`src/design/par_pkg.sv`:
```
`default_nettype none

package par_pkg;

   // Field and register widths
   localparam int unsigned LEN_W     = 11;
   localparam int unsigned SAMPLE_W  = 16;
   localparam int unsigned SUM_W     = 27;
   // Holds position times length products, up to 2047 * 2047 plus one length
   localparam int unsigned PROD_W    = 23;
   localparam int unsigned CSR_IDX_W = 2;

   // Default upper bound on a series length
   localparam int unsigned MAX_LENGTH = 1024;

   // Output length is limited to this power of two times the input length
   localparam int unsigned UPSAMPLE_SHIFT = 6;

   // Register map
   localparam logic [CSR_IDX_W-1:0] CSR_INPUT_LENGTH  = 2'd0;
   localparam logic [CSR_IDX_W-1:0] CSR_OUTPUT_LENGTH = 2'd1;

   // Register reset values
   localparam logic [LEN_W-1:0] INPUT_LENGTH_RST  = 11'd1024;
   localparam logic [LEN_W-1:0] OUTPUT_LENGTH_RST = 11'd64;

   // Divider launch request: magnitude of the segment sum over the segment length
   typedef struct packed {
      logic             start;
      logic             negate;
      logic [SUM_W-1:0] magnitude;
      logic [LEN_W-1:0] divisor;
   } div_req_type;

endpackage

`default_nettype wire

```
`src/design/piecewise_aggregate_resampler_top.sv`:
```
// Downsampling: a sample that closes no segment leaves the block idle for the
// next sample; one that closes a segment stalls input until the 27-step
// bit-serial mean divider is done and the mean is loaded. Upsampling: a sample
// is repeated (1..64 outputs), paced by the single output register, input stalled.
// Synchronous active-high reset: lengths return to 1024 and 64, series restarts.
`default_nettype none

module piecewise_aggregate_resampler_top #(
   parameter int unsigned MAX_LENGTH = par_pkg::MAX_LENGTH
) (
   input  wire logic                               clock,
   input  wire logic                               reset,
   // Sample input
   input  wire logic                               req_valid,
   output logic                                    req_stall,
   input  wire logic signed [par_pkg::SAMPLE_W-1:0] req_sample,
   // Resampled output
   output logic                                    rsp_valid,
   input  wire logic                               rsp_stall,
   output logic signed [par_pkg::SAMPLE_W-1:0]     rsp_value,
   output logic                                    rsp_last,
   // Register writes
   input  wire logic                               csr_valid,
   output logic                                    csr_ready,
   input  wire logic [par_pkg::CSR_IDX_W-1:0]      csr_index,
   input  wire logic [par_pkg::LEN_W-1:0]          csr_wdata
);

   localparam int unsigned LEN_W    = par_pkg::LEN_W;
   localparam int unsigned SAMPLE_W = par_pkg::SAMPLE_W;
   localparam int unsigned SUM_W    = par_pkg::SUM_W;
   localparam int unsigned PROD_W   = par_pkg::PROD_W;
   localparam int unsigned UP_W     = LEN_W + par_pkg::UPSAMPLE_SHIFT;

   typedef enum logic [1:0] {
      ST_IDLE,
      ST_DIV,
      ST_REPEAT
   } state_type;

   state_type                state_ff, state_in;
   logic [LEN_W-1:0]         in_len_ff, in_len_in;
   logic [LEN_W-1:0]         out_len_ff, out_len_in;
   logic [LEN_W-1:0]         ip_ff, ip_in;
   logic [LEN_W-1:0]         op_ff, op_in;
   logic signed [SUM_W-1:0]  sum_ff, sum_in;
   logic [LEN_W-1:0]         seg_start_ff, seg_start_in;
   logic [PROD_W-1:0]        prod_out_ff, prod_out_in;  // op * n_in
   logic [PROD_W-1:0]        prod_in_ff, prod_in_in;    // ip * n_out
   logic [SAMPLE_W-1:0]      samp_ff, samp_in;
   logic                     restart_pend_ff, restart_pend_in;
   logic                     div_last_ff, div_last_in;
   logic                     rsp_valid_ff, rsp_valid_in;
   logic [SAMPLE_W-1:0]      rsp_value_ff, rsp_value_in;
   logic                     rsp_last_ff, rsp_last_in;

   logic [LEN_W-1:0]         n_in;
   logic [LEN_W-1:0]         n_out_sat;
   logic [LEN_W-1:0]         n_out;
   logic [UP_W-1:0]          up_limit;
   logic                     down_mode;
   logic [LEN_W-1:0]         next_pos;
   logic [PROD_W-1:0]        prod_in_step;
   logic [PROD_W-1:0]        prod_out_step;
   logic signed [SUM_W-1:0]  sum_new;
   logic                     slot_free;
   logic                     restart_now;
   logic                     at_last_out;

   par_pkg::div_req_type     div_req;
   logic                     div_busy;
   logic [SAMPLE_W-1:0]      div_quotient;

   par_div u_div (
      .clock    (clock),
      .reset    (reset),
      .req      (div_req),
      .busy     (div_busy),
      .quotient (div_quotient)
   );

   // Effective lengths: zero reads as one, saturate at MAX_LENGTH
   always_comb begin
      if (in_len_ff == '0) begin
         n_in = LEN_W'(1);
      end else if (32'(in_len_ff) > MAX_LENGTH) begin
         n_in = LEN_W'(MAX_LENGTH);
      end else begin
         n_in = in_len_ff;
      end
      if (out_len_ff == '0) begin
         n_out_sat = LEN_W'(1);
      end else if (32'(out_len_ff) > MAX_LENGTH) begin
         n_out_sat = LEN_W'(MAX_LENGTH);
      end else begin
         n_out_sat = out_len_ff;
      end
   end

   // Upsampling ratio limit
   assign up_limit  = {n_in, {par_pkg::UPSAMPLE_SHIFT{1'b0}}};
   assign n_out     = (UP_W'(n_out_sat) > up_limit) ? up_limit[LEN_W-1:0] : n_out_sat;
   assign down_mode = (n_out <= n_in);

   assign next_pos      = ip_ff + 1'b1;
   assign prod_in_step  = prod_in_ff + PROD_W'(n_out);
   assign prod_out_step = prod_out_ff + PROD_W'(n_in);
   assign sum_new       = sum_ff + SUM_W'(req_sample);
   assign slot_free     = ~rsp_valid_ff | ~rsp_stall;
   assign at_last_out   = (op_ff == (n_out - 1'b1));

   // Next-state logic
   always_comb begin
      state_in        = state_ff;
      in_len_in       = in_len_ff;
      out_len_in      = out_len_ff;
      ip_in           = ip_ff;
      op_in           = op_ff;
      sum_in          = sum_ff;
      seg_start_in    = seg_start_ff;
      prod_out_in     = prod_out_ff;
      prod_in_in      = prod_in_ff;
      samp_in         = samp_ff;
      restart_pend_in = restart_pend_ff;
      div_last_in     = div_last_ff;
      rsp_valid_in    = rsp_valid_ff & rsp_stall;
      rsp_value_in    = rsp_value_ff;
      rsp_last_in     = rsp_last_ff;
      restart_now     = 1'b0;
      div_req         = '0;

      case (state_ff)
         ST_IDLE: begin
            if (csr_valid) begin
               // Register write; a valid index restarts the series
               case (csr_index)
                  par_pkg::CSR_INPUT_LENGTH: begin
                     in_len_in   = csr_wdata;
                     restart_now = 1'b1;
                  end
                  par_pkg::CSR_OUTPUT_LENGTH: begin
                     out_len_in  = csr_wdata;
                     restart_now = 1'b1;
                  end
                  default: ;
               endcase
            end else if (req_valid) begin
               ip_in      = next_pos;
               prod_in_in = prod_in_step;
               if (down_mode) begin
                  // Segment closes when (op+1)*n_in < (next+1)*n_out
                  if ((op_ff < n_out) &&
                      ((prod_out_step) < (prod_in_step + PROD_W'(n_out)))) begin
                     div_req.start     = 1'b1;
                     div_req.negate    = sum_new[SUM_W-1];
                     div_req.magnitude = sum_new[SUM_W-1] ? SUM_W'(-sum_new)
                                                          : SUM_W'(sum_new);
                     div_req.divisor   = next_pos - seg_start_ff;
                     div_last_in       = at_last_out;
                     op_in             = op_ff + 1'b1;
                     prod_out_in       = prod_out_step;
                     sum_in            = '0;
                     seg_start_in      = next_pos;
                     state_in          = ST_DIV;
                  end else begin
                     sum_in = sum_new;
                  end
                  restart_now = (next_pos >= n_in);
               end else begin
                  samp_in         = req_sample;
                  restart_pend_in = (next_pos >= n_in);
                  state_in        = ST_REPEAT;
               end
            end
         end

         ST_DIV: begin
            // Hand the mean to the output register once the divider is done and the slot is free
            if (!div_busy && slot_free) begin
               rsp_valid_in = 1'b1;
               rsp_value_in = div_quotient;
               rsp_last_in  = div_last_ff;
               state_in     = ST_IDLE;
            end
         end

         ST_REPEAT: begin
            // Repeat the sample while op*n_in < next*n_out
            if ((op_ff < n_out) && (prod_out_ff < prod_in_ff)) begin
               if (slot_free) begin
                  rsp_valid_in = 1'b1;
                  rsp_value_in = samp_ff;
                  rsp_last_in  = at_last_out;
                  op_in        = op_ff + 1'b1;
                  prod_out_in  = prod_out_step;
               end
            end else begin
               restart_now = restart_pend_ff;
               state_in    = ST_IDLE;
            end
         end

         default: state_in = ST_IDLE;
      endcase

      // Series restart clears all position state
      if (restart_now) begin
         ip_in        = '0;
         op_in        = '0;
         sum_in       = '0;
         seg_start_in = '0;
         prod_out_in  = '0;
         prod_in_in   = '0;
      end
   end

   // State and registered outputs
   always_ff @(posedge clock) begin
      if (reset) begin
         state_ff        <= ST_IDLE;
         in_len_ff       <= par_pkg::INPUT_LENGTH_RST;
         out_len_ff      <= par_pkg::OUTPUT_LENGTH_RST;
         ip_ff           <= '0;
         op_ff           <= '0;
         sum_ff          <= '0;
         seg_start_ff    <= '0;
         prod_out_ff     <= '0;
         prod_in_ff      <= '0;
         restart_pend_ff <= 1'b0;
         rsp_valid_ff    <= 1'b0;
      end else begin
         state_ff        <= state_in;
         in_len_ff       <= in_len_in;
         out_len_ff      <= out_len_in;
         ip_ff           <= ip_in;
         op_ff           <= op_in;
         sum_ff          <= sum_in;
         seg_start_ff    <= seg_start_in;
         prod_out_ff     <= prod_out_in;
         prod_in_ff      <= prod_in_in;
         restart_pend_ff <= restart_pend_in;
         rsp_valid_ff    <= rsp_valid_in;
      end
      samp_ff      <= samp_in;
      div_last_ff  <= div_last_in;
      rsp_value_ff <= rsp_value_in;
      rsp_last_ff  <= rsp_last_in;
   end

   // A register write takes the idle cycle, so samples wait behind it
   assign req_stall = (state_ff != ST_IDLE) | csr_valid;
   assign csr_ready = (state_ff == ST_IDLE);
   assign rsp_valid = rsp_valid_ff;
   assign rsp_value = rsp_value_ff;
   assign rsp_last  = rsp_last_ff;

`ifndef ASSERT_OFF
   // The divider only runs while the control waits on it
   a_div_owned: assert property (@(posedge clock) disable iff (reset)
      div_busy |-> (state_ff == ST_DIV))
      else $error("divider busy outside mean state");

   // Segment start never passes the input position
   a_seg_order: assert property (@(posedge clock) disable iff (reset)
      seg_start_ff <= ip_ff)
      else $error("segment start beyond input position");

   // Output position never runs past the output length
   a_op_bound: assert property (@(posedge clock) disable iff (reset)
      op_ff <= n_out)
      else $error("output position beyond output length");

   // A finished mean is loaded into the output register when the slot is free
   a_mean_load: assert property (@(posedge clock) disable iff (reset)
      (state_ff == ST_DIV) && !div_busy && slot_free |=> rsp_valid_ff)
      else $error("finished mean not loaded");
`endif

endmodule

`default_nettype wire

```
`src/design/par_div.sv`:
```
`default_nettype none

// Bit-serial restoring divider: one quotient bit per cycle shifted in at the
// bottom of the dividend register, sign applied at the output.
module par_div (
   input  wire logic                        clock,
   input  wire logic                        reset,
   input  wire par_pkg::div_req_type        req,
   output logic                             busy,
   output logic [par_pkg::SAMPLE_W-1:0]     quotient
);

   localparam int unsigned DVD_W = par_pkg::SUM_W;
   localparam int unsigned DVS_W = par_pkg::LEN_W;
   localparam int unsigned CNT_W = $clog2(DVD_W);
   localparam logic [CNT_W-1:0] LAST_STEP = CNT_W'(DVD_W - 1);

   logic             busy_ff;
   logic [CNT_W-1:0] cnt_ff;
   logic [DVS_W-1:0] rem_ff;
   logic [DVD_W-1:0] quo_ff;
   logic [DVS_W-1:0] den_ff;
   logic             neg_ff;

   logic [DVS_W:0]   shifted;
   logic [DVS_W+1:0] trial;
   logic             qbit;

   // Trial subtract of the divisor from the partial remainder
   assign shifted = {rem_ff, quo_ff[DVD_W-1]};
   assign trial   = {1'b0, shifted} - {2'b00, den_ff};
   assign qbit    = ~trial[DVS_W+1];

   always_ff @(posedge clock) begin
      if (reset) begin
         busy_ff <= 1'b0;
         cnt_ff  <= '0;
      end else if (req.start) begin
         busy_ff <= 1'b1;
         cnt_ff  <= LAST_STEP;
         rem_ff  <= '0;
         quo_ff  <= req.magnitude;
         den_ff  <= req.divisor;
         neg_ff  <= req.negate;
      end else if (busy_ff) begin
         rem_ff <= qbit ? trial[DVS_W-1:0] : shifted[DVS_W-1:0];
         quo_ff <= {quo_ff[DVD_W-2:0], qbit};
         if (cnt_ff == '0) begin
            busy_ff <= 1'b0;
         end else begin
            cnt_ff <= cnt_ff - 1'b1;
         end
      end
   end

   assign busy     = busy_ff;
   // Truncation toward zero: divide magnitudes, then restore the sign
   assign quotient = neg_ff ? (~quo_ff[par_pkg::SAMPLE_W-1:0] + 1'b1)
                            : quo_ff[par_pkg::SAMPLE_W-1:0];

endmodule

`default_nettype wire

```
`config.mk`:
```
export PLATFORM = sky130hd
export DESIGN_NAME = piecewise_aggregate_resampler_top
export DESIGN_NICKNAME = d
export VERILOG_FILES = /design/src/design/par_pkg.sv /design/src/design/piecewise_aggregate_resampler_top.sv /design/src/design/par_div.sv
export SDC_FILE = /design/constraint.sdc
export NUM_CORES = 1
export LEC_CHECK = 0
export BUFFER_PORTS_ARGS = -buffer_cell sky130_fd_sc_hd__buf_4
export CAP_MARGIN = 20
export CORE_ASPECT_RATIO = 0.7
export CORE_MARGIN = 5
export CORE_UTILIZATION = 55
export CTS_CLUSTER_SIZE = 8
export DETAILED_ROUTE_END_ITERATION = 16
export MAX_ROUTING_LAYER = met4
export PLACE_DENSITY_LB_ADDON = 0.12
export SLEW_MARGIN = 20
export SYNTH_ARGS = -nofsm -noshare
export SYNTH_HDL_FRONTEND = slang
export SYNTH_SLANG_ARGS = --single-unit
```
`constraint.sdc`:
```
create_clock -name clock -period 25.3 [get_ports clock]
set_input_delay 2.53 -clock clock [delete_from_list [all_inputs] [get_ports clock]]
set_output_delay 2.53 -clock clock [all_outputs]
set_load 0.01 [all_outputs]
```
==> flow_summary.ini <==
[run_status]
run_status = complete, no violations

[clock_tree]
numCtsBuffers = 31
hold_buffers = 0
clk_pin_slew_ns = 0.06
clock_path_buffers = 3
clk_latency_ns = 0.57
cts-root-buf = clkbuf_16
cts-resized-gates = 0
cts_tree = done
cts_max_level = 1
cts_setup_buffers = 0
clock_sinks = 222

[timing]
tightestPinTransition_ns = 1.07
fin_setup_tns_ns = 0
rsz0062_at_grt = false
hold_viol_final = 0
worst_slack_ns = 14.07
fin_worst_skew_ns = 0.0269
fin_crit_sh_pct = 44.4
hold_slack_ns = 0.453
max_slew_margin_pct = 28.7
setup_viol = 0
drv_slew = 0
fmax_mhz = 89.1
fin_crit_ns = 11.23

[synthesis]
synthSimpleGateAreaFrac_pct = 19.4
ys.warnings.count = 0
syn_area_um2 = 16600
syn_avg_cell_area_um2 = 8.46
synth_top_area_share_pct = 16.6
yosys-top-cells-count = 230 x nand2_1, 204 x nor2_1, 172 x ha_1, 138 x dfxtp_1, 117 x a21oi_1
synth_mux_area_share_pct = 1.97
yosysSeqAreaShare_pct = 31.8
synth_edf_count = 84
synth_top_area_cell = dfxtp_1
synthDistinctLibCells = 88
synth_fa_ha_area_share_pct = 13.7
synth_top_family_by_area = simple AND/OR/NAND/NOR gates
async_flop_share_pct = 0
syn-num-nets = 2175
synth_xor_area_share_pct = 10.5
yosysMostFrequentCell = nand2_1
synth-compound-area-share_pct = 18.2
synthFlopType = dfxtp_1
synth_cells = 1963
synth_area_leaders = dfxtp_1 17%, edfxtp_1 15%, ha_1 13%, xnor2_1 6.0%, nand2_1 5.2%
yosys_register_bits = 222

[pwr]
vdd_drop_max_mv = 0.0518
comb_power_share_pct = 23.0
p_sw_mw = 0.308
swShare_pct = 30.7
p_leak_nw = 7.52
p_int_mw = 0.697
clockPowerShare_pct = 37.3
power_density_nw_per_um2 = 55.0
p_seq_share_pct = 39.6

[critical_path]
startpoint_type = flip-flop
worst-path-buf-inv = 4
crit_path_max_fanout = 82
cp_data_required_time_ns = 25.61
cp.arrival_ns = 11.54
cp_slowest_cell = clkinv_1
crit_type = flip-flop to flip-flop
cpPeakStageDelay_ns = 0.86
crit_family = simple AND/OR/NAND/NOR gates
cp-end-kind = flip-flop

[floorplanning]
start_util_pct = 55.5
core_um2 = 29900
rows = 53
die-area_um2 = 33800
pin_count = 54
die_x_um = 218
die_h_um = 155

[global_route]
grt_antenna_before_repair = 4
grt_pass1_wl_um = 68900
grt_max_degree = 83
grt_use_total_pct = 25.5
overflow = 0
grt_pass1_vias = 13013

[routing]
viasPerCell = 5.83
ant_nets = 0
wl_per_cell_um = 17.7
vias = 14128
drtIter0Drc = 1188
totalWireLength_um = 42900
first_pass_iters = 5
drc = 0

[flow_run]
drv_cap = 0

[cells_and_area]
multi_input_area_um2 = 10600
area.sequential_um2 = 5290
fill_cells = 2643
fin_nets = 2208
syn2layout_area_growth_pct = 9.99
drive_above_1_share_pct = 6.57

[placement]
dp_slack_ns = 14.40
port_buffers = 53
place.gp.congestion = 0.939
hpwl_um = 32200

[worst_hold_path]
hp-class = flip-flop to flip-flop
[tightest hold or removal path, cell delays in order (launching register included)]
cell and delay (ns):
dfxtp_1 0.31, nand2_1 0.05, a21oi_1 0.05
[flip-flops by register name, summed over array words and instances (netlist names), 2 cells and up]
signal	flops
rsp_value	16
sum_ff	27
out_len_ff	11
in_len_ff	11
u_div.cnt_ff	5
samp_ff	16
ip_ff	11
op_ff	11
state_ff	2
prod_out_ff	23
seg_start_ff	11
u_div.quo_ff	27
u_div.rem_ff	11
prod_in_ff	23
u_div.den_ff	11
[metal layers]
metal	global-route usage [%]	up-vias	wire, um
li1	-	7075	-
met4	5.77	0	859
met5	-	-	0
met3	3.73	58	2860
met2	35.4	410	17200
met1	39.1	6585	21900
[logic make-up (layout without fill, tap and decap cells)]
| kind of cell | Yosys count | after routing |
|---|---|---|
| DFF | 222 | 222 |
| xor gates and xnor gates | 198 | 198 |
| buffers and inverters | 184 | 231 |
| AOI/OAI and AO/OA | 460 | 460 |
| muxes | 31 | 31 |
| adders and majority gates | 178 | 178 |
| other | 0 | 3 |
| and+or+nand+nor | 690 | 690 |
[layout by cell type, fill, tap and decap left out, drive strengths merged, types with 10 or more instances in the layout]
master  synthesis  routed
and2           17      17
a211oi         28      28
edfxtp         84      84
xnor2         113     113
o31ai          12      12
buf            11      70
o21a           19      19
a21oi         118     118
nand2b         14      14
a31oi          12      12
nor4           10      10
inv           111     111
nand4          27      27
nor2          204     204
a21o           37      37
o41ai          11      11
xor2           85      85
dfxtp         138     138
nand3          43      43
o211ai         10      10
mux2i          27      27
nand2         231     231
or3            19      19
ha            172     172
nor3           43      43
o21ai         113     113
clkbuf         59      47
and3           20      20
nor2b          23      23
a22oi          27      27
[worst paths after layout]
kind | slack, ns | depth (start not counted) | from | endpoint
setup / recovery | 14.07 | 36 | in_len_ff[5]$_SDFFE_PP0P_ | u_div.rem_ff[1]$_SDFFCE_PN0P_
hold reg to reg | 0.45 | 2 | sum_ff[18]$_SDFFE_PP0P_ | sum_ff[18]$_SDFFE_PP0P_
hold / removal | 0.45 | 2 | sum_ff[18]$_SDFFE_PP0P_ | sum_ff[18]$_SDFFE_PP0P_
setup reg to reg | 14.07 | 36 | in_len_ff[5]$_SDFFE_PP0P_ | u_div.rem_ff[1]$_SDFFCE_PN0P_
[stage by stage]
stage	std cells	utilization [%]	total power, mW	instance area, um^2
global placement	2374	58.1	0.627	17400
floorplan	1963	-	0.566	16600
CTS	2421	60.9	1.01	18200
finish	2425	61.0	1.00	18300
detailed placement	2374	58.1	0.631	17400
global route	2425	61.0	1.05	18300
[power by group through the flow]
stage	Sequential, mW	Clock (mW)	Combinational [mW]
3_3_place_gp	0.405	0	0.222
6_report	0.398	0.375	0.231
2_1_floorplan	0.404	0	0.162
4_1_cts	0.398	0.384	0.228
3_5_place_dp	0.405	0	0.226
5_1_grt	0.399	0.398	0.256
[final cells by class]
| type | count | area share, % |
|---|---|---|
| Antenna cell | 3 | 0.0411 |
| Clock buffer | 47 | 4.58 |
| Inverter | 114 | 2.34 |
| Multi-Input combinational cell | 1557 | 58.3 |
| Sequential cell | 222 | 28.9 |
| Tap cell | 412 | 2.82 |
| Timing Repair Buffer | 70 | 2.99 |
No activity file was read; power rests on OpenSTA's default activity.
